--- src/rtl/jccs_pkg.sv ---
package jccs_pkg;

    localparam int RAW_W    = 10;
    localparam int MAP_W    = 11;
    localparam int BTN_W    = 7;
    localparam int SEQ_W    = 32;
    localparam int SUM_W    = 16;
    localparam int TAKEN_W  = 7;
    localparam int DVD_W    = 19;
    localparam int STEP_W   = 5;
    localparam int ADDR_W   = 5;
    localparam int APB_W    = 32;
    localparam int S_DATA_W = 32;
    localparam int M_DATA_W = 104;

    localparam logic [STEP_W-1:0] DIV_LAST = 5'd18;
    localparam logic [MAP_W-1:0]  MID_OUT  = 11'd512;
    localparam logic [MAP_W-1:0]  TOP_OUT  = 11'd1024;
    localparam logic [RAW_W-1:0]  CENTRE_RST = 10'd512;

    localparam logic KIND_CAL  = 1'b0;
    localparam logic KIND_LIVE = 1'b1;

    localparam logic [2:0] REG_AXIS_MAX_X  = 3'd0;
    localparam logic [2:0] REG_AXIS_MAX_Y  = 3'd1;
    localparam logic [2:0] REG_DEAD_LOW_X  = 3'd2;
    localparam logic [2:0] REG_DEAD_HIGH_X = 3'd3;
    localparam logic [2:0] REG_DEAD_LOW_Y  = 3'd4;
    localparam logic [2:0] REG_DEAD_HIGH_Y = 3'd5;
    localparam logic [2:0] REG_CHECK_ON    = 3'd6;

    typedef struct packed {
        logic [RAW_W-1:0] axis_max_x;
        logic [RAW_W-1:0] axis_max_y;
        logic [MAP_W-1:0] dead_low_x;
        logic [MAP_W-1:0] dead_high_x;
        logic [MAP_W-1:0] dead_low_y;
        logic [MAP_W-1:0] dead_high_y;
        logic             check_on;
    } cfg_t;

    typedef struct packed {
        logic             done;
        logic [MAP_W-1:0] mapped;
        logic [RAW_W-1:0] centre_new;
    } lane_res_t;

    typedef enum logic [1:0] {
        L_IDLE,
        L_RUN,
        L_DONE
    } lane_state_t;

    typedef enum logic {
        T_IDLE,
        T_BUSY
    } top_state_t;

endpackage

--- src/rtl/jccs_regs.sv ---
module jccs_regs (
    input  logic                       aclk,
    input  logic                       aresetn,
    input  logic                       psel,
    input  logic                       penable,
    input  logic                       pwrite,
    input  logic [jccs_pkg::ADDR_W-1:0] paddr,
    input  logic [jccs_pkg::APB_W-1:0]  pwdata,
    output logic [jccs_pkg::APB_W-1:0]  prdata,
    output jccs_pkg::cfg_t             cfg
);

    jccs_pkg::cfg_t cfg_reg;
    logic           wr_en;

    assign wr_en = psel & penable & pwrite;
    assign cfg   = cfg_reg;

    always_ff @(posedge aclk) begin
        if (!aresetn) begin
            cfg_reg.axis_max_x  <= 10'd1023;
            cfg_reg.axis_max_y  <= 10'd1023;
            cfg_reg.dead_low_x  <= 11'd500;
            cfg_reg.dead_high_x <= 11'd524;
            cfg_reg.dead_low_y  <= 11'd500;
            cfg_reg.dead_high_y <= 11'd524;
            cfg_reg.check_on    <= 1'b0;
        end else if (wr_en) begin
            case (paddr[4:2])
                jccs_pkg::REG_AXIS_MAX_X:  cfg_reg.axis_max_x  <= pwdata[9:0];
                jccs_pkg::REG_AXIS_MAX_Y:  cfg_reg.axis_max_y  <= pwdata[9:0];
                jccs_pkg::REG_DEAD_LOW_X:  cfg_reg.dead_low_x  <= pwdata[10:0];
                jccs_pkg::REG_DEAD_HIGH_X: cfg_reg.dead_high_x <= pwdata[10:0];
                jccs_pkg::REG_DEAD_LOW_Y:  cfg_reg.dead_low_y  <= pwdata[10:0];
                jccs_pkg::REG_DEAD_HIGH_Y: cfg_reg.dead_high_y <= pwdata[10:0];
                jccs_pkg::REG_CHECK_ON:    cfg_reg.check_on    <= pwdata[0];
                default: ;
            endcase
        end
    end

    always_comb begin
        case (paddr[4:2])
            jccs_pkg::REG_AXIS_MAX_X:  prdata = {22'd0, cfg_reg.axis_max_x};
            jccs_pkg::REG_AXIS_MAX_Y:  prdata = {22'd0, cfg_reg.axis_max_y};
            jccs_pkg::REG_DEAD_LOW_X:  prdata = {21'd0, cfg_reg.dead_low_x};
            jccs_pkg::REG_DEAD_HIGH_X: prdata = {21'd0, cfg_reg.dead_high_x};
            jccs_pkg::REG_DEAD_LOW_Y:  prdata = {21'd0, cfg_reg.dead_low_y};
            jccs_pkg::REG_DEAD_HIGH_Y: prdata = {21'd0, cfg_reg.dead_high_y};
            jccs_pkg::REG_CHECK_ON:    prdata = {31'd0, cfg_reg.check_on};
            default:                   prdata = '0;
        endcase
    end

endmodule

--- src/rtl/jccs_lane.sv ---
module jccs_lane #(
    parameter int CAL_SAMPLES = 20
) (
    input  logic                          aclk,
    input  logic                          aresetn,
    input  logic                          start,
    input  logic                          ack,
    input  logic                          kind,
    input  logic [jccs_pkg::RAW_W-1:0]    raw,
    input  logic [jccs_pkg::RAW_W-1:0]    centre,
    input  logic [jccs_pkg::RAW_W-1:0]    top,
    input  logic [jccs_pkg::SUM_W-1:0]    sum,
    output jccs_pkg::lane_res_t           res
);

    jccs_pkg::lane_state_t state_reg, state_next;

    logic [jccs_pkg::DVD_W-1:0]  dvd_reg;
    logic [jccs_pkg::RAW_W-1:0]  rem_reg;
    logic [jccs_pkg::RAW_W-1:0]  divisor_reg;
    logic [jccs_pkg::STEP_W-1:0] cnt_reg;
    logic                        below_reg;
    logic                        sat_reg;

    logic                        load;
    logic                        below;
    logic [jccs_pkg::RAW_W:0]    trial;
    logic                        ge;
    logic [jccs_pkg::RAW_W-1:0]  upper;

    assign load  = start && (state_reg == jccs_pkg::L_IDLE);
    assign below = raw < centre;
    assign upper = raw - centre;
    assign trial = {rem_reg, dvd_reg[jccs_pkg::DVD_W-1]};
    assign ge    = trial >= {1'b0, divisor_reg};

    always_ff @(posedge aclk) begin
        if (!aresetn) begin
            state_reg <= jccs_pkg::L_IDLE;
        end else begin
            state_reg <= state_next;
        end
    end

    always_comb begin
        state_next = state_reg;
        case (state_reg)
            jccs_pkg::L_IDLE: if (start) state_next = jccs_pkg::L_RUN;
            jccs_pkg::L_RUN:  if (cnt_reg == jccs_pkg::DIV_LAST) state_next = jccs_pkg::L_DONE;
            jccs_pkg::L_DONE: if (ack) state_next = jccs_pkg::L_IDLE;
            default:          state_next = jccs_pkg::L_IDLE;
        endcase
    end

    // restoring divider, one quotient bit per cycle
    always_ff @(posedge aclk) begin
        if (load) begin
            rem_reg   <= '0;
            cnt_reg   <= '0;
            below_reg <= below;
            sat_reg   <= centre >= top;
            if (kind == jccs_pkg::KIND_CAL) begin
                dvd_reg     <= {3'd0, sum};
                divisor_reg <= jccs_pkg::RAW_W'(CAL_SAMPLES);
            end else if (below) begin
                dvd_reg     <= {raw, 9'd0};
                divisor_reg <= centre;
            end else begin
                dvd_reg     <= {upper, 9'd0};
                divisor_reg <= top - centre;
            end
        end else if (state_reg == jccs_pkg::L_RUN) begin
            rem_reg <= ge ? jccs_pkg::RAW_W'(trial - {1'b0, divisor_reg}) : trial[9:0];
            dvd_reg <= {dvd_reg[jccs_pkg::DVD_W-2:0], ge};
            cnt_reg <= cnt_reg + 5'd1;
        end
    end

    always_comb begin
        res.done       = state_reg == jccs_pkg::L_DONE;
        res.centre_new = dvd_reg[9:0];
        if (below_reg) begin
            res.mapped = dvd_reg[10:0];
        end else if (sat_reg || dvd_reg > 19'd512) begin
            res.mapped = jccs_pkg::TOP_OUT;
        end else begin
            res.mapped = dvd_reg[10:0] + jccs_pkg::MID_OUT;
        end
    end

endmodule

--- src/rtl/joystick_center_calibrate_and_scale.sv ---
// s_tready is high only while idle, so a new request is not taken until the last result
// has been moved into the output register; the time spent busy comes from the
// 19-step restoring divider in each axis lane
// both lanes run together; the merge waits for the result register to be free
// reset (aresetn low, synchronous) sets centres to 512, clears sums, counts
// and valid flags, and loads the register defaults
module joystick_center_calibrate_and_scale #(
    parameter int CAL_SAMPLES = 20
) (
    input  logic                            aclk,
    input  logic                            aresetn,
    input  logic                            s_tvalid,
    output logic                            s_tready,
    // raw_x, raw_y, button_levels, zero pad
    input  logic [jccs_pkg::S_DATA_W-1:0]   s_tdata,
    // kind
    input  logic                            s_tuser,
    output logic                            m_tvalid,
    input  logic                            m_tready,
    // mapped_x, mapped_y, pressed, sequence_res, changed, calibrated,
    // centre_x_out, centre_y_out, origin_x, origin_y, zero pad
    output logic [jccs_pkg::M_DATA_W-1:0]   m_tdata,
    input  logic                            psel,
    input  logic                            penable,
    input  logic                            pwrite,
    input  logic [jccs_pkg::ADDR_W-1:0]     paddr,
    input  logic [jccs_pkg::APB_W-1:0]      pwdata,
    output logic [jccs_pkg::APB_W-1:0]      prdata,
    output logic                            pready
);

    jccs_pkg::cfg_t       cfg;
    jccs_pkg::lane_res_t  res_x, res_y;
    jccs_pkg::top_state_t state_reg, state_next;

    logic [jccs_pkg::RAW_W-1:0]   centre_x_reg, centre_y_reg;
    logic [jccs_pkg::SUM_W-1:0]   sum_x_reg, sum_y_reg;
    logic [jccs_pkg::TAKEN_W-1:0] taken_reg;
    logic [jccs_pkg::SEQ_W-1:0]   live_count_reg;
    logic                         cal_hit_reg;
    logic                         kind_reg;
    logic [jccs_pkg::BTN_W-1:0]   btn_reg;
    logic [jccs_pkg::RAW_W-1:0]   raw_x_reg, raw_y_reg;
    logic                         m_tvalid_reg;
    logic [jccs_pkg::M_DATA_W-1:0] m_tdata_reg;

    logic                         s_accept;
    logic                         in_kind;
    logic [jccs_pkg::RAW_W-1:0]   in_raw_x, in_raw_y;
    logic [jccs_pkg::BTN_W-1:0]   in_btn;
    logic [jccs_pkg::SUM_W-1:0]   sum_x_next, sum_y_next;
    logic [jccs_pkg::TAKEN_W-1:0] taken_inc;
    logic                         cal_full;
    logic                         out_free;
    logic                         ack;
    logic                         is_live;
    logic [jccs_pkg::MAP_W-1:0]   mx, my;
    logic [jccs_pkg::BTN_W-1:0]   prs;
    logic                         rest, chg, cal;
    logic [jccs_pkg::RAW_W-1:0]   cx, cy;

    assign in_kind  = s_tuser;
    assign in_raw_x = s_tdata[9:0];
    assign in_raw_y = s_tdata[19:10];
    assign in_btn   = s_tdata[26:20];

    assign pready   = 1'b1;
    assign s_tready = state_reg == jccs_pkg::T_IDLE;
    assign s_accept = s_tvalid && s_tready;

    assign sum_x_next = sum_x_reg + {6'd0, in_raw_x};
    assign sum_y_next = sum_y_reg + {6'd0, in_raw_y};
    assign taken_inc  = taken_reg + 7'd1;
    assign cal_full   = taken_inc >= jccs_pkg::TAKEN_W'(CAL_SAMPLES);

    assign out_free = !m_tvalid_reg || m_tready;
    assign ack      = (state_reg == jccs_pkg::T_BUSY) && res_x.done && res_y.done && out_free;

    jccs_regs u_regs (
        .aclk    (aclk),
        .aresetn (aresetn),
        .psel    (psel),
        .penable (penable),
        .pwrite  (pwrite),
        .paddr   (paddr),
        .pwdata  (pwdata),
        .prdata  (prdata),
        .cfg     (cfg)
    );

    jccs_lane #(.CAL_SAMPLES(CAL_SAMPLES)) u_lane_x (
        .aclk    (aclk),
        .aresetn (aresetn),
        .start   (s_accept),
        .ack     (ack),
        .kind    (in_kind),
        .raw     (in_raw_x),
        .centre  (centre_x_reg),
        .top     (cfg.axis_max_x),
        .sum     (sum_x_next),
        .res     (res_x)
    );

    jccs_lane #(.CAL_SAMPLES(CAL_SAMPLES)) u_lane_y (
        .aclk    (aclk),
        .aresetn (aresetn),
        .start   (s_accept),
        .ack     (ack),
        .kind    (in_kind),
        .raw     (in_raw_y),
        .centre  (centre_y_reg),
        .top     (cfg.axis_max_y),
        .sum     (sum_y_next),
        .res     (res_y)
    );

    always_ff @(posedge aclk) begin
        if (!aresetn) begin
            state_reg <= jccs_pkg::T_IDLE;
        end else begin
            state_reg <= state_next;
        end
    end

    always_comb begin
        state_next = state_reg;
        case (state_reg)
            jccs_pkg::T_IDLE: if (s_accept) state_next = jccs_pkg::T_BUSY;
            jccs_pkg::T_BUSY: if (ack) state_next = jccs_pkg::T_IDLE;
            default:          state_next = jccs_pkg::T_IDLE;
        endcase
    end

    // running state
    always_ff @(posedge aclk) begin
        if (!aresetn) begin
            centre_x_reg   <= jccs_pkg::CENTRE_RST;
            centre_y_reg   <= jccs_pkg::CENTRE_RST;
            sum_x_reg      <= '0;
            sum_y_reg      <= '0;
            taken_reg      <= '0;
            live_count_reg <= '0;
            cal_hit_reg    <= 1'b0;
        end else begin
            if (s_accept) begin
                if (in_kind == jccs_pkg::KIND_CAL) begin
                    sum_x_reg   <= cal_full ? '0 : sum_x_next;
                    sum_y_reg   <= cal_full ? '0 : sum_y_next;
                    taken_reg   <= cal_full ? '0 : taken_inc;
                    cal_hit_reg <= cal_full;
                end else begin
                    live_count_reg <= live_count_reg + 32'd1;
                    cal_hit_reg    <= 1'b0;
                end
            end
            if (ack && cal_hit_reg) begin
                centre_x_reg <= res_x.centre_new;
                centre_y_reg <= res_y.centre_new;
            end
        end
    end

    always_ff @(posedge aclk) begin
        if (s_accept) begin
            kind_reg  <= in_kind;
            btn_reg   <= in_btn;
            raw_x_reg <= in_raw_x;
            raw_y_reg <= in_raw_y;
        end
    end

    // merge of the two lanes
    always_comb begin
        is_live = kind_reg == jccs_pkg::KIND_LIVE;
        mx      = is_live ? res_x.mapped : '0;
        my      = is_live ? res_y.mapped : '0;
        prs     = is_live ? ~btn_reg : '0;
        rest    = (cfg.dead_low_x < res_x.mapped) && (res_x.mapped < cfg.dead_high_x) &&
                  (cfg.dead_low_y < res_y.mapped) && (res_y.mapped < cfg.dead_high_y);
        chg     = is_live && (!cfg.check_on || !rest || (prs != '0));
        cal     = !is_live && cal_hit_reg;
        cx      = cal ? res_x.centre_new : centre_x_reg;
        cy      = cal ? res_y.centre_new : centre_y_reg;
    end

    always_ff @(posedge aclk) begin
        if (!aresetn) begin
            m_tvalid_reg <= 1'b0;
        end else if (ack) begin
            m_tvalid_reg <= 1'b1;
        end else if (m_tready) begin
            m_tvalid_reg <= 1'b0;
        end
    end

    always_ff @(posedge aclk) begin
        if (ack) begin
            m_tdata_reg <= {1'b0, raw_y_reg, raw_x_reg, cy, cx, cal, chg,
                            live_count_reg, prs, my, mx};
        end
    end

    assign m_tvalid = m_tvalid_reg;
    assign m_tdata  = m_tdata_reg;

    a_lanes_in_step: assert property (@(posedge aclk) disable iff (!aresetn)
        res_x.done == res_y.done)
        else $error("axis lanes out of step");

    a_busy_after_accept: assert property (@(posedge aclk) disable iff (!aresetn)
        s_accept |=> !s_tready && !res_x.done)
        else $error("request taken while a lane is busy");

    a_cal_wrap: assert property (@(posedge aclk) disable iff (!aresetn)
        s_accept && !in_kind && cal_full |=> taken_reg == '0 && cal_hit_reg)
        else $error("calibration count failed to wrap");

    a_result_on_ack: assert property (@(posedge aclk) disable iff (!aresetn)
        ack |=> m_tvalid && s_tready)
        else $error("merged result not presented");

endmodule

--- config.mk ---
export PLATFORM = sky130hd
export DESIGN_NAME = joystick_center_calibrate_and_scale
export DESIGN_NICKNAME = d
export VERILOG_FILES = /design/src/rtl/jccs_pkg.sv /design/src/rtl/jccs_regs.sv /design/src/rtl/jccs_lane.sv /design/src/rtl/joystick_center_calibrate_and_scale.sv
export SDC_FILE = /design/constraint.sdc
export NUM_CORES = 1
export LEC_CHECK = 0
export BUFFER_PORTS_ARGS = -buffer_cell sky130_fd_sc_hd__buf_2
export CAP_MARGIN = 10
export CORE_UTILIZATION = 54
export DETAILED_ROUTE_END_ITERATION = 8
export PLACE_DENSITY = 0.77
export RECOVER_POWER = 50
export SLEW_MARGIN = 20
export SYNTH_ARGS = -nofsm -noshare
export SYNTH_HDL_FRONTEND = slang
export SYNTH_SLANG_ARGS = --single-unit
--- constraint.sdc ---
create_clock -name aclk -period 7.5 [get_ports aclk]
set_input_delay 1.5 -clock aclk [delete_from_list [all_inputs] [get_ports aclk]]
set_output_delay 1.5 -clock aclk [all_outputs]
set_load 0.01 [all_outputs]
# After elaboration in Yosys (flattened, before gate mapping)
# Cells that the tools add are included.
dict set report totals {
  ff_bits 386
  input_bits 77
  output_inout_bits 139
  elab_cells 160
}
dict set report op_classes {
  addsub 14
  magnitude_cmp 13
  eq_ne 18
  mux 35
  bitwise_logic 5
  reduce_logical 39
}
# cell count
set op_table {}
lappend op_table {{19-bit two-way mux} 8}
lappend op_table {{11-bit case mux with 7 select lines} 1}
lappend op_table {{10-bit two-way mux} 6}
lappend op_table {{10-bit subtractor} 6}
lappend op_table {{11-bit < comparator} 4}
lappend op_table {{11-bit two-way mux} 4}
lappend op_table {{19-bit by 10-bit > comparator with 1-bit output, second input constant} 2}
lappend op_table {{16-bit by 10-bit adder with 16-bit output} 2}
lappend op_table {{32-bit by 1-bit adder with 32-bit output, second input constant} 1}
lappend op_table {{16-bit two-way mux} 2}
lappend op_table {{11-bit by 10-bit adder with 11-bit output, second input constant} 2}
lappend op_table {{11-bit by 10-bit greater-or-equal comparator with 1-bit output} 2}
lappend op_table {{10-bit greater-or-equal comparator} 2}
lappend op_table {{10-bit < comparator} 2}
lappend op_table {{2-bit AND reduction} 9}
lappend op_table {{7-bit two-way mux} 2}
lappend op_table {{1-bit logical AND} 12}
lappend op_table {{2-bit case mux with 3 select lines} 2}
lappend op_table {{5-bit by 1-bit adder with 5-bit output, second input constant} 2}
lappend op_table {{5-bit == test, second input constant} 2}
lappend op_table {{2-bit by 1-bit inequality test with 1-bit output, second input constant} 5}
lappend op_table {{3-bit == test, second input constant} 3}
lappend op_table {{2-bit two-way mux} 4}
lappend op_table {{7-bit by 1-bit adder with 7-bit output, second input constant} 1}
lappend op_table {{18 further kinds} 38}

# Longest topological paths before layout
# Gate-level depths: netlist of the first run.
dict set report depth {
  ltp_word 12
  ltp_mapped 14
  depth_no_buf 13
}

# Hierarchy
# From an unflattened synthesis of the first run, not the netlist that was laid out.
dict set report hier_totals {
  hier_cells 2183
  hier_area_um2 21205.3
}
# mod n_inst cells_each area_per_inst_um2 seq_area_each_um2
set modules_own_cells {}
lappend modules_own_cells {joystick_center_calibrate_and_scale 1 922 10271.1 5815.6}
lappend modules_own_cells {{jccs_lane (u_lane_y)} 1 456 3905.0 1271.2}
lappend modules_own_cells {{jccs_lane (u_lane_x)} 1 435 3756.1 1271.2}
lappend modules_own_cells {jccs_regs 1 370 3273.1 1301.2}

# Worst setup path before layout of the first run
# OpenSTA, ideal clock, no wires.
dict set report synth_path {
  kind {input to register}
  start {in m_tready}
  end {reg centre_x_reg[9] (netlist bit)}
  setup_time_ns 0.141
  arrival_ns 7.381
  required_ns 7.359
  path_slack_ns -0.023
  cell_stages 6
  path_buffers 1
  cell_sequence {nand2b_1 -> nor2b_1 -> nand2_1 -> clkbuf_1 -> nand2_1 -> o211ai_1}
}
dict set report synth_via {
  elab_chain_cells 3
}
# element line
set synth_rtl {}
lappend synth_rtl {{from (decl)} joystick_center_calibrate_and_scale.sv:19} ;# input logic m_tready,
lappend synth_rtl {{1-bit logical OR} joystick_center_calibrate_and_scale.sv:76} ;# assign out_free = !m_tvalid_reg || m_tready;
lappend synth_rtl {{1-bit logical AND} joystick_center_calibrate_and_scale.sv:77} ;# assign ack = (state_reg == jccs_pkg::T_BUSY) && res_x.done && res_y.done && out_free;
lappend synth_rtl {{named net ack} joystick_center_calibrate_and_scale.sv:55} ;# logic ack;
lappend synth_rtl {{1-bit logical AND} joystick_center_calibrate_and_scale.sv:156} ;# if (ack && cal_hit_reg) begin
lappend synth_rtl {{to (signal assigned)} joystick_center_calibrate_and_scale.sv:137} ;# centre_x_reg <= jccs_pkg::CENTRE_RST;
lappend synth_rtl {{to (signal assigned)} joystick_center_calibrate_and_scale.sv:157} ;# centre_x_reg <= res_x.centre_new;
lappend synth_rtl {{to (decl)} joystick_center_calibrate_and_scale.sv:36} ;# logic [jccs_pkg::RAW_W-1:0] centre_x_reg, centre_y_reg;
# The timed path passes the listed nets, and every way through them passes these cells.
# A chain may end at the register's enable or synchronous reset.

# Final worst setup path of the first run
dict set report layout_path {
  start {in paddr[2] (netlist bit)}
  end {out prdata[0] (netlist bit)}
}
dict set report layout_via {
  elab_chain_cells 2
  word_cells_on_any_way 8
  cone_classes {6 x eq/ne; 1 x mux; 1 x reduce/logical}
}
# element line
set layout_rtl {}
lappend layout_rtl {{from (decl)} joystick_center_calibrate_and_scale.sv:26} ;# input logic [jccs_pkg::ADDR_W-1:0] paddr,
lappend layout_rtl {{3-bit == test (tied with other cells)} jccs_regs.sv:43} ;# case (paddr[4:2])
lappend layout_rtl {{11-bit case mux with 7 select lines (*)} jccs_regs.sv:43}
lappend layout_rtl {{to (decl)} joystick_center_calibrate_and_scale.sv:28} ;# output logic [jccs_pkg::APB_W-1:0] prdata,
# Mark *: on every way between the ends. The rest lies on a longest branch, timed or not.

==> flow_metrics.env, run 1 <==
export IMPL_rsz0062_at_grt="false"
export IMPL_setup_violations=0
export IMPL_rrSetupSlack_ns=2.65
export IMPL_r2r_cells=7
export IMPL_grt_pass1_vias=15710
export IMPL_p_sw_w=0.001637
export IMPL_cts_sinks=386
export IMPL_p_clk_share_pct=37.7
export IMPL_slew_headroom_pct=-78.88
export IMPL_cts_htree_levels=2
export IMPL_critical_path_class="in2out"
export IMPL_worst_slew_pin_slew_ns=2.683
export IMPL_placeableCoreArea_sq_mm=0.03679
export IMPL_min_path_type="reg2reg"
export IMPL_path_buf_inv=2
export IMPL_fmax_mhz=184.6
export IMPL_synthFlopType="edfxtp_1"
export IMPL_crit_path_max_fanout=36
export IMPL_layout_common_cells="nand2_1 (309), edfxtp_1 (193), dfxtp_1 (193), nor2_1 (153), clkbuf_1 (142)"
export IMPL_cts_tree="built"
export IMPL_grt_overflow=0
export IMPL_clock_path_buffers=3
export IMPL_cp_top_family="buffers and inverters"
export IMPL_p_sw_share_pct=28.32
export IMPL_final_common_cell="nand2_1"
export IMPL_antenna_found_initial=0
export IMPL_dieArea_sq_mm=0.03840
export IMPL_synth_area_leaders="edfxtp_1 (29%), dfxtp_1 (19%), ha_1 (7.9%)"
export IMPL_synth_top_area_cell="edfxtp_1"
export IMPL_dr_wl_met3_um=3633
export IMPL_required_ns=6.00
export IMPL_postCtsSetupRepairBufs=0
export IMPL_routed_wl_um=53660
export IMPL_grt_max_degree=64
export IMPL_port_buffers=164
export IMPL_initial_core_util_pct=55.23
export IMPL_fp_dieW_um=196.0
export IMPL_dr_pass1_iters=8
export IMPL_wl_met1_um=22800
export IMPL_cp_arrival_ns=3.92
export IMPL_leakage_nw=8.703
export IMPL_r2r_end="centre_y_reg[9]"
export IMPL_io_pins=216
export IMPL_post_dp_hpwl_um=38310
export IMPL_synth_edf_count=193
export IMPL_slew_violations=84
export IMPL_grt_pass1_wl_um=84040
export IMPL_cp_slowest_stage_delay_ns=1.30
export IMPL_cts_root_buf="clkbuf_16"
export IMPL_syn_area_sq_mm=0.02032
export IMPL_ctsHoldBuffers=0
export IMPL_viasPerCell=5.976
export IMPL_worst_clock_skew_ns=0.01341
export IMPL_die_h_um=196.0
export IMPL_cts_made_buffers=42
export IMPL_route_vias_total=16490
export IMPL_endpoint="prdata[0]"
export IMPL_wl_met2_um=25610
export IMPL_synth_top_cell_area_share_pct=28.53
export IMPL_drc=0
export IMPL_synthCells=2119
export IMPL_largest_reg_flops=103
export IMPL_yosys_warnings=0
export IMPL_pwr_share_seq_pct=43.7
export IMPL_worstSetupStartpoint="paddr[2]"
export IMPL_synth_seq_cells=386
export IMPL_comb_power_share_pct=18.5
export IMPL_drt_iter0_markers=1345
export IMPL_gp_congestion=1.004
export IMPL_ant_nets=0
export IMPL_path_clk_slew_ns=0.06
export IMPL_r2r_start="u_lane_x.state_reg[0]"
export IMPL_cp_cell_sequence="clkbuf_1 > mux4_2 > mux2_2 > buf_2"
export IMPL_holdWs_ns=0.4188
export IMPL_syn2layout_area_growth_pct=11.79
export IMPL_tns_ns=0
export IMPL_n_antenna_cell=0
export IMPL_fin_nets=2471
export IMPL_hold_viol=0
export IMPL_wl_per_cell_um=19.44
export IMPL_fin_crit_sh_pct=72.22
export IMPL_start_kind="input pin"
export IMPL_cp_depth=4
export IMPL_cap_violations=2
export IMPL_violations="max-capacitance violations, max-slew violations"
export IMPL_grtUsageTotal_pct=27.79
export IMPL_top_layer="met4"
export IMPL_end_kind="primary output"
export IMPL_num_rows=70
export IMPL_yosysUniqueCellTypes=77
export IMPL_cts_resized=0
export IMPL_clk_latency_ns=0.57
export IMPL_status="complete, but fails checks"
export IMPL_cp_slowest_cell="clkbuf_1"
export IMPL_cellPowerDensity_mw_per_mm2=254.6
export IMPL_min_period_ns=5.416
export IMPL_p_int_w=0.004144
export IMPL_drive_gt1_share_pct=6.370
export IMPL_async_flop_share_pct=0
export IMPL_syn_area_per_cell_sq_um=9.588
export IMPL_yosysSeqAreaShare_pct=47.54
export IMPL_irDropWorstVdd_uv=200.5
## routing by layer
layer  vias to the layer above  track usage, %
li1                       7851               -
met1                      7896           36.29
met2                       626           46.63
met3                       121           4.332
met4                         0           10.33
met5                         -               0
## power groups by stage
stage	Sequential [W]	Combinational, W	Clock, W
after floorplan	0.00250	0.000829	0
after global placement	0.00256	0.00102	0
after detailed placement	0.00257	0.00106	0
after CTS	0.00252	0.00107	0.00221
after global routing	0.00254	0.00119	0.00228
final	0.00253	0.00107	0.00218
## cell families after synthesis
family / count (synthesis) / share of synthesized area [%]
buffers and inverters: 222 / 4.588
other: 2 / 0.03696
AO/OA/AOI/OAI: 440 / 14.05
multiplexers: 49 / 2.617
AND/OR/NAND/NOR: 783 / 18.14
XOR/XNOR: 101 / 4.354
flip-flops: 386 / 47.54
adder cells (fa/ha/maj): 136 / 8.671
## cell type report
type	instances	area (sq um)
Clock buffer	60	1192
Sequential cell	386	9659
Inverter	116	436.7
Fill cell	3083	14070
Clock inverter	18	261.5
Multi-Input combinational cell	1532	9811
Timing Repair Buffer	180	765.7
Tap cell	468	585.6
## cells in the mapped netlist, types with 27 or more instances
master and count:
nor2_1 153, and3_1 37, clkbuf_1 69, nand2_1 309, ha_1 128, nand4_1 31
a22oi_1 28, xnor2_1 55, and2_1 28, nor3_1 27, edfxtp_1 193, dfxtp_1 193
nand3_1 80, a21oi_1 132, mux2i_1 34, o21ai_0 94, xor2_1 46, nor2b_1 36
inv_1 113
## worst min path at each step
stage                       from           end  slack (ns)  cells past startpoint
CTS                 raw_x_reg[9]   m_tdata[92]        0.42                      0
finish              raw_x_reg[8]   m_tdata[91]        0.42                      0
detailed placement  raw_x_reg[8]   m_tdata[91]        0.40                      0
global placement    raw_x_reg[0]   m_tdata[83]        0.40                      0
floorplan           raw_y_reg[7]  m_tdata[100]        0.40                      0
global route        raw_x_reg[8]   m_tdata[91]        0.42                      0
## per-stage QoR
stage                     total power, W  worst slack [ns]  area [sq um]  instances  util, %
after floorplan                 0.003328             2.165         20400       2140        -
after global placement          0.003576             2.270         21440       2682    58.28
after detailed placement        0.003626             2.203         21440       2682    58.28
after CTS                       0.005801             2.786         22890       2760    62.23
after global routing            0.006013             1.960         22710       2760    61.74
final                           0.005781             2.084         22710       2760    61.74
No activity file was read; power rests on OpenSTA's default activity.
==> inputs of run 2 (changes only) <==
==> constraint.sdc (replaced) <==
create_clock -name aclk -period 4.92 [get_ports aclk]
set_input_delay 0.984 -clock aclk [delete_from_list [all_inputs] [get_ports aclk]]
set_output_delay 0.984 -clock aclk [all_outputs]
set_load 0.01 [all_outputs]
==> flow_metrics.env, run 2 (synthesized netlist as in run 1, its figures left out) <==
export IMPL_drt_iter0_markers=1285
export IMPL_preCtsSetupSlack_ns=1.029
export IMPL_viasPerCell=5.966
export IMPL_placeableCoreArea_sq_mm=0.03679
export IMPL_cts_made_buffers=41
export IMPL_grtUsageTotal_pct=27.72
export IMPL_p_total_w=0.008641
export IMPL_wl_per_cell_um=19.23
export IMPL_drive_gt1_share_pct=6.400
export IMPL_gp_congestion=0.9961
export IMPL_n_antenna_cell=0
export IMPL_dr_pass1_iters=6
export IMPL_grt_pass1_wl_um=83990
export IMPL_cp_slowest_stage_delay_ns=0.54
export IMPL_clk_latency_ns=0.57
export IMPL_violations="max-capacitance violations, max-slew violations"
export IMPL_postCtsSetupRepairBufs=0
export IMPL_worst_clock_skew_ns=0.01342
export IMPL_slew_violations=180
export IMPL_leakage_nw=8.664
export IMPL_cp_slowest_cell="or4_1"
export IMPL_cp_common_cell="nand2_1"
export IMPL_dieArea_sq_mm=0.03840
export IMPL_clock_path_buffers=3
export IMPL_routed_wl_um=53160
export IMPL_cts_root_buf="clkbuf_16"
export IMPL_setup_violations=0
export IMPL_worst_slew_pin_slew_ns=3.351
export IMPL_cts_tree="built"
export IMPL_status="complete, but fails checks"
export IMPL_fmax_mhz=244.8
export IMPL_cap_violations=2
export IMPL_irDropWorstVdd_uv=241.5
export IMPL_die_h_um=196.0
export IMPL_syn2layout_area_growth_pct=11.52
export IMPL_cts_htree_levels=2
export IMPL_layout_setup_ws_ns=0.8358
export IMPL_drc=0
export IMPL_tns_ns=0
export IMPL_largest_reg_flops=103
export IMPL_layout_common_cells="nand2_1 (309), edfxtp_1 (193), dfxtp_1 (193), nor2_1 (153), clkbuf_1 (145)"
export IMPL_fin_crit_sh_pct=83.01
export IMPL_hold_viol=0
export IMPL_num_rows=70
export IMPL_ctsHoldBuffers=0
export IMPL_grt_max_degree=107
export IMPL_initial_core_util_pct=55.23
export IMPL_post_dp_hpwl_um=38470
export IMPL_end_kind="flop"
export IMPL_grt_pass1_vias=15850
export IMPL_grt_overflow=0
export IMPL_antenna_found_initial=0
export IMPL_cellPowerDensity_mw_per_mm2=381.4
export IMPL_cp_cell_sequence="or4_1 > nor3_1 > nand2_1 > o21bai_1 > clkbuf_1 > nor2b_1 > inv_1 > ha_1 > nand2_1 > o22ai_1 > a311oi_1 > nand4_1 > nor4_1 > a41oi_1"
export IMPL_path_clk_slew_ns=0.06
export IMPL_required_ns=5.19
export IMPL_rsz0062_at_grt="false"
export IMPL_port_buffers=164
export IMPL_min_period_ns=4.084
export IMPL_cts_sinks=386
export IMPL_slew_headroom_pct=-123.4
export IMPL_critical_path_class="reg2reg"
export IMPL_io_pins=216
export IMPL_ant_nets=0
export IMPL_cp_arrival_ns=4.35
export IMPL_min_path_type="reg2reg"
export IMPL_fin_nets=2478
export IMPL_route_vias_total=16500
export IMPL_cts_resized=0
export IMPL_crit_path_max_fanout=19
export IMPL_start_kind="flop"
export IMPL_fp_dieW_um=196.0
export IMPL_final_common_cell="nand2_1"
==> run 2: changes by cell type in the layout (fill, tap and decap cells not counted), moves of 3 or more <==
cell	previous run	this run
clkbuf_8	7	3
clkbuf_1	142	145
buf_4	12	15
clkinvlp_4	0	3
==> run 2: layout make-up <==
class,instances,area (sq um)
fill,3095,14130
clock buffer,56,1155
tap,468,585.6
timing repair buffer,188,809.5
multi-input combinational,1532,9808
clock inverter,19,202.7
inverter,116,436.7
sequential,386,9659
==> run 2: worst max-delay path: cells and delay by family, from the launching register on <==
kind,cells,cell delay [ns]
flops,1,0.39
fa+ha+maj,1,0.29
compound gates,4,0.86
buf+inv,2,0.57
simple gates,7,1.67
==> run 2: metal layers <==
| metal | GRT usage (%) | routed length, um | share of wire [%] | vias to the layer above |
|---|---|---|---|---|
| met1 | 36.39 | 22220 | 42 | 7910 |
| met4 | 11.05 | 1926 | 3.6 | 0 |
| met5 | 0 | 0 | 0 | - |
| met3 | 4.246 | 3941 | 7.4 | 123 |
| met2 | 45.97 | 25070 | 47 | 614 |
| li1 | - | - | - | 7850 |
==> run 2: final timing paths <==
kind                              from     endpoint  slack, ns  depth (start not counted)
setup / recovery  u_lane_x.dvd_reg[14]  m_tdata[61]       0.84                         14
hold / removal            raw_x_reg[4]  m_tdata[87]       0.42                          0
setup reg to reg  u_lane_x.dvd_reg[14]  m_tdata[61]       0.84                         14
hold reg to reg           raw_x_reg[4]  m_tdata[87]       0.42                          0
==> run 2: per-stage QoR <==
| stage | cells | util (%) | instance area (sq um) | hold slack (ns) |
|---|---|---|---|---|
| floorplan | 2140 | - | 20400 | 0.4003 |
| global placement | 2690 | 58.47 | 21510 | 0.4018 |
| detailed placement | 2690 | 58.47 | 21510 | 0.4045 |
| CTS | 2765 | 62.16 | 22870 | 0.4189 |
| global route | 2765 | 61.59 | 22660 | 0.4214 |
| finish | 2765 | 61.59 | 22660 | 0.4190 |
==> run 2: report_power, final <==
part	total, W	switching, W	internal (W)
registers	0.00384	0.000217	0.00362
clock network	0.00316	0.00130	0.00186
logic	0.00164	0.000952	0.000686
==> inputs of run 3 (changes only) <==
--- a/config.mk
+++ b/config.mk
@@ -7,9 +7,9 @@
 export LEC_CHECK = 0
 export BUFFER_PORTS_ARGS = -buffer_cell sky130_fd_sc_hd__buf_2
 export CAP_MARGIN = 10
-export CORE_UTILIZATION = 54
+export CORE_UTILIZATION = 60
 export DETAILED_ROUTE_END_ITERATION = 8
-export PLACE_DENSITY = 0.77
+export PLACE_DENSITY = 0.81
 export RECOVER_POWER = 50
 export SLEW_MARGIN = 20
 export SYNTH_ARGS = -nofsm -noshare
==> constraint.sdc (replaced) <==
create_clock -name aclk -period 3.9 [get_ports aclk]
set_input_delay 0.78 -clock aclk [delete_from_list [all_inputs] [get_ports aclk]]
set_output_delay 0.78 -clock aclk [all_outputs]
set_load 0.01 [all_outputs]
==> flow_metrics.env, run 3 (synthesized netlist as in run 1, its figures left out) <==
export IMPL_fp_dieW_um=186.0
export IMPL_drive_gt1_share_pct=7.017
export IMPL_cp_arrival_ns=3.01
export IMPL_end_kind="primary output"
export IMPL_slew_headroom_pct=-30.07
export IMPL_path_clk_slew_ns=0.06
export IMPL_ant_nets=0
export IMPL_worst_clock_skew_ns=0.01436
export IMPL_grt_overflow=0
export IMPL_violations="max-capacitance violations, max-slew violations"
export IMPL_num_rows=67
export IMPL_min_delay_start="s_tdata[25]"
export IMPL_cp_slowest_cell="clkbuf_1"
export IMPL_fin_nets=2503
export IMPL_setup_violations=0
export IMPL_syn2layout_area_growth_pct=12.14
export IMPL_final_cells=2771
export IMPL_gp_congestion=1.003
export IMPL_critical_path_class="in2out"
export IMPL_place_inst=2695
export IMPL_r2r_end="m_tdata[61]"
export IMPL_cts_sinks=386
export IMPL_n_antenna_cell=0
export IMPL_grt_pass1_vias=15780
export IMPL_holdWs_ns=0.4183
export IMPL_status="complete, but fails checks"
export IMPL_wl_per_cell_um=19.09
export IMPL_r2r_cells=14
export IMPL_grt_pass1_wl_um=82300
export IMPL_irDropWorstVdd_uv=411.0
export IMPL_grtUsageTotal_pct=30.57
export IMPL_die_h_um=186.0
export IMPL_tns_ns=0
export IMPL_start_kind="input pin"
export IMPL_clock_path_buffers=3
export IMPL_worst_slew_pin_slew_ns=1.940
export IMPL_p_total_w=0.01085
export IMPL_cap_violations=2
export IMPL_fmax_mhz=264.1
export IMPL_hold_viol=0
export IMPL_cp_cell_sequence="clkbuf_1 > mux4_2 > mux2_2 > buf_2"
export IMPL_hold_path_depth=1
export IMPL_cts_resized=0
export IMPL_cellPowerDensity_mw_per_mm2=476.0
export IMPL_io_pins=216
export IMPL_fill_cells=2634
export IMPL_rrSetupSlack_ns=0.19
export IMPL_grt_max_degree=107
export IMPL_postCtsSetupRepairBufs=0
export IMPL_final_common_cell="nand2_1"
export IMPL_drc=0
export IMPL_r2r_start="u_lane_x.dvd_reg[14]"
export IMPL_ctsHoldBuffers=0
export IMPL_layout_common_cells="nand2_1 (309), edfxtp_1 (193), dfxtp_1 (193), nor2_1 (153), clkbuf_1 (150)"
export IMPL_cp_top_family="buffers and inverters"
export IMPL_cts_tree="built"
export IMPL_placeableCoreArea_sq_mm=0.03345
export IMPL_min_path_type="in2reg"
export IMPL_fin_crit_sh_pct=97.10
export IMPL_seqCellArea_sq_mm=0.009659
export IMPL_initial_core_util_pct=60.74
export IMPL_min_to="btn_reg[5]"
export IMPL_clk_latency_ns=0.55
export IMPL_post_dp_hpwl_um=37810
export IMPL_multi_input_area_sq_mm=0.009817
export IMPL_dr_pass1_iters=6
export IMPL_routed_wl_um=52890
export IMPL_crit_path_max_fanout=29
export IMPL_antenna_found_initial=0
export IMPL_dieArea_sq_mm=0.03460
export IMPL_min_period_ns=3.787
export IMPL_slew_violations=159
export IMPL_largest_reg_flops=103
export IMPL_leakage_nw=8.753
export IMPL_cts_root_buf="clkbuf_16"
export IMPL_viasPerCell=6.061
export IMPL_path_buf_inv=2
export IMPL_route_vias_total=16790
export IMPL_required_ns=3.12
export IMPL_cp_slowest_stage_delay_ns=1.12
export IMPL_rsz0062_at_grt="false"
export IMPL_port_buffers=164
export IMPL_drt_iter0_markers=1419
export IMPL_cts_made_buffers=41
export IMPL_cts_htree_levels=2
## run 3: layout make-up
| cell class | instances | area share [%] |
|---|---|---|
| clock buffers | 55 | 4.920 |
| clock inverters | 21 | 0.7633 |
| inverters | 116 | 1.917 |
| multi-input cells | 1532 | 43.09 |
| flip-flops and latches | 386 | 42.39 |
| well taps | 448 | 2.460 |
| repair buffers | 213 | 4.459 |
## run 3: worst reg2reg max path: cells and delay by family, from the launching register on
kind,cells,cell delay [ns]
buffers and inverters,2,0.30
AOI/OAI and AO/OA,5,1.04
adders and majority gates,1,0.31
and+or+nand+nor,6,1.38
DFF,1,0.39
## run 3: metrics by stage
| stage | cell area, sq um | util [%] | setup slack (ns) |
|---|---|---|---|
| finish | 22780 | 68.12 | 0.1133 |
| global placement | 21710 | 64.90 | 0.1904 |
| floorplan | 20400 | - | 0.4500 |
| detailed placement | 21710 | 64.90 | 0.1128 |
| CTS | 23000 | 68.78 | 0.1036 |
| global route | 22780 | 68.12 | 0.003264 |
## run 3: power by group
part           leakage, nW  switching (W)  total [W]  internal [W]
clock                0.630        0.00159    0.00381       0.00222
sequential            3.27       0.000203    0.00477       0.00457
combinational         4.85        0.00133    0.00226      0.000930
## run 3: worst max path at each step
stage                    startpoint                  end  slack [ns]  cells after the start
6_report                   paddr[2]            prdata[0]        0.11                      4
5_1_grt        u_lane_x.dvd_reg[14]          m_tdata[61]       0.003                     14
4_1_cts         u_lane_y.dvd_reg[0]          m_tdata[61]        0.10                     10
3_5_place_dp    u_lane_y.dvd_reg[0]          m_tdata[61]        0.11                     10
3_3_place_gp    u_lane_y.dvd_reg[0]          m_tdata[61]        0.19                     10
2_1_floorplan              s_tvalid  u_lane_y.dvd_reg[0]        0.45                      8
## run 3: per-layer routing
| layer | up-vias | share of wire (%) | track usage [%] |
|---|---|---|---|
| met3 | 175 | 8.8 | 5.028 |
| met1 | 7916 | 40 | 39.31 |
| met5 | - | 0 | 0 |
| li1 | 7887 | - | - |
| met4 | 0 | 4.7 | 15.15 |
| met2 | 816 | 47 | 49.90 |
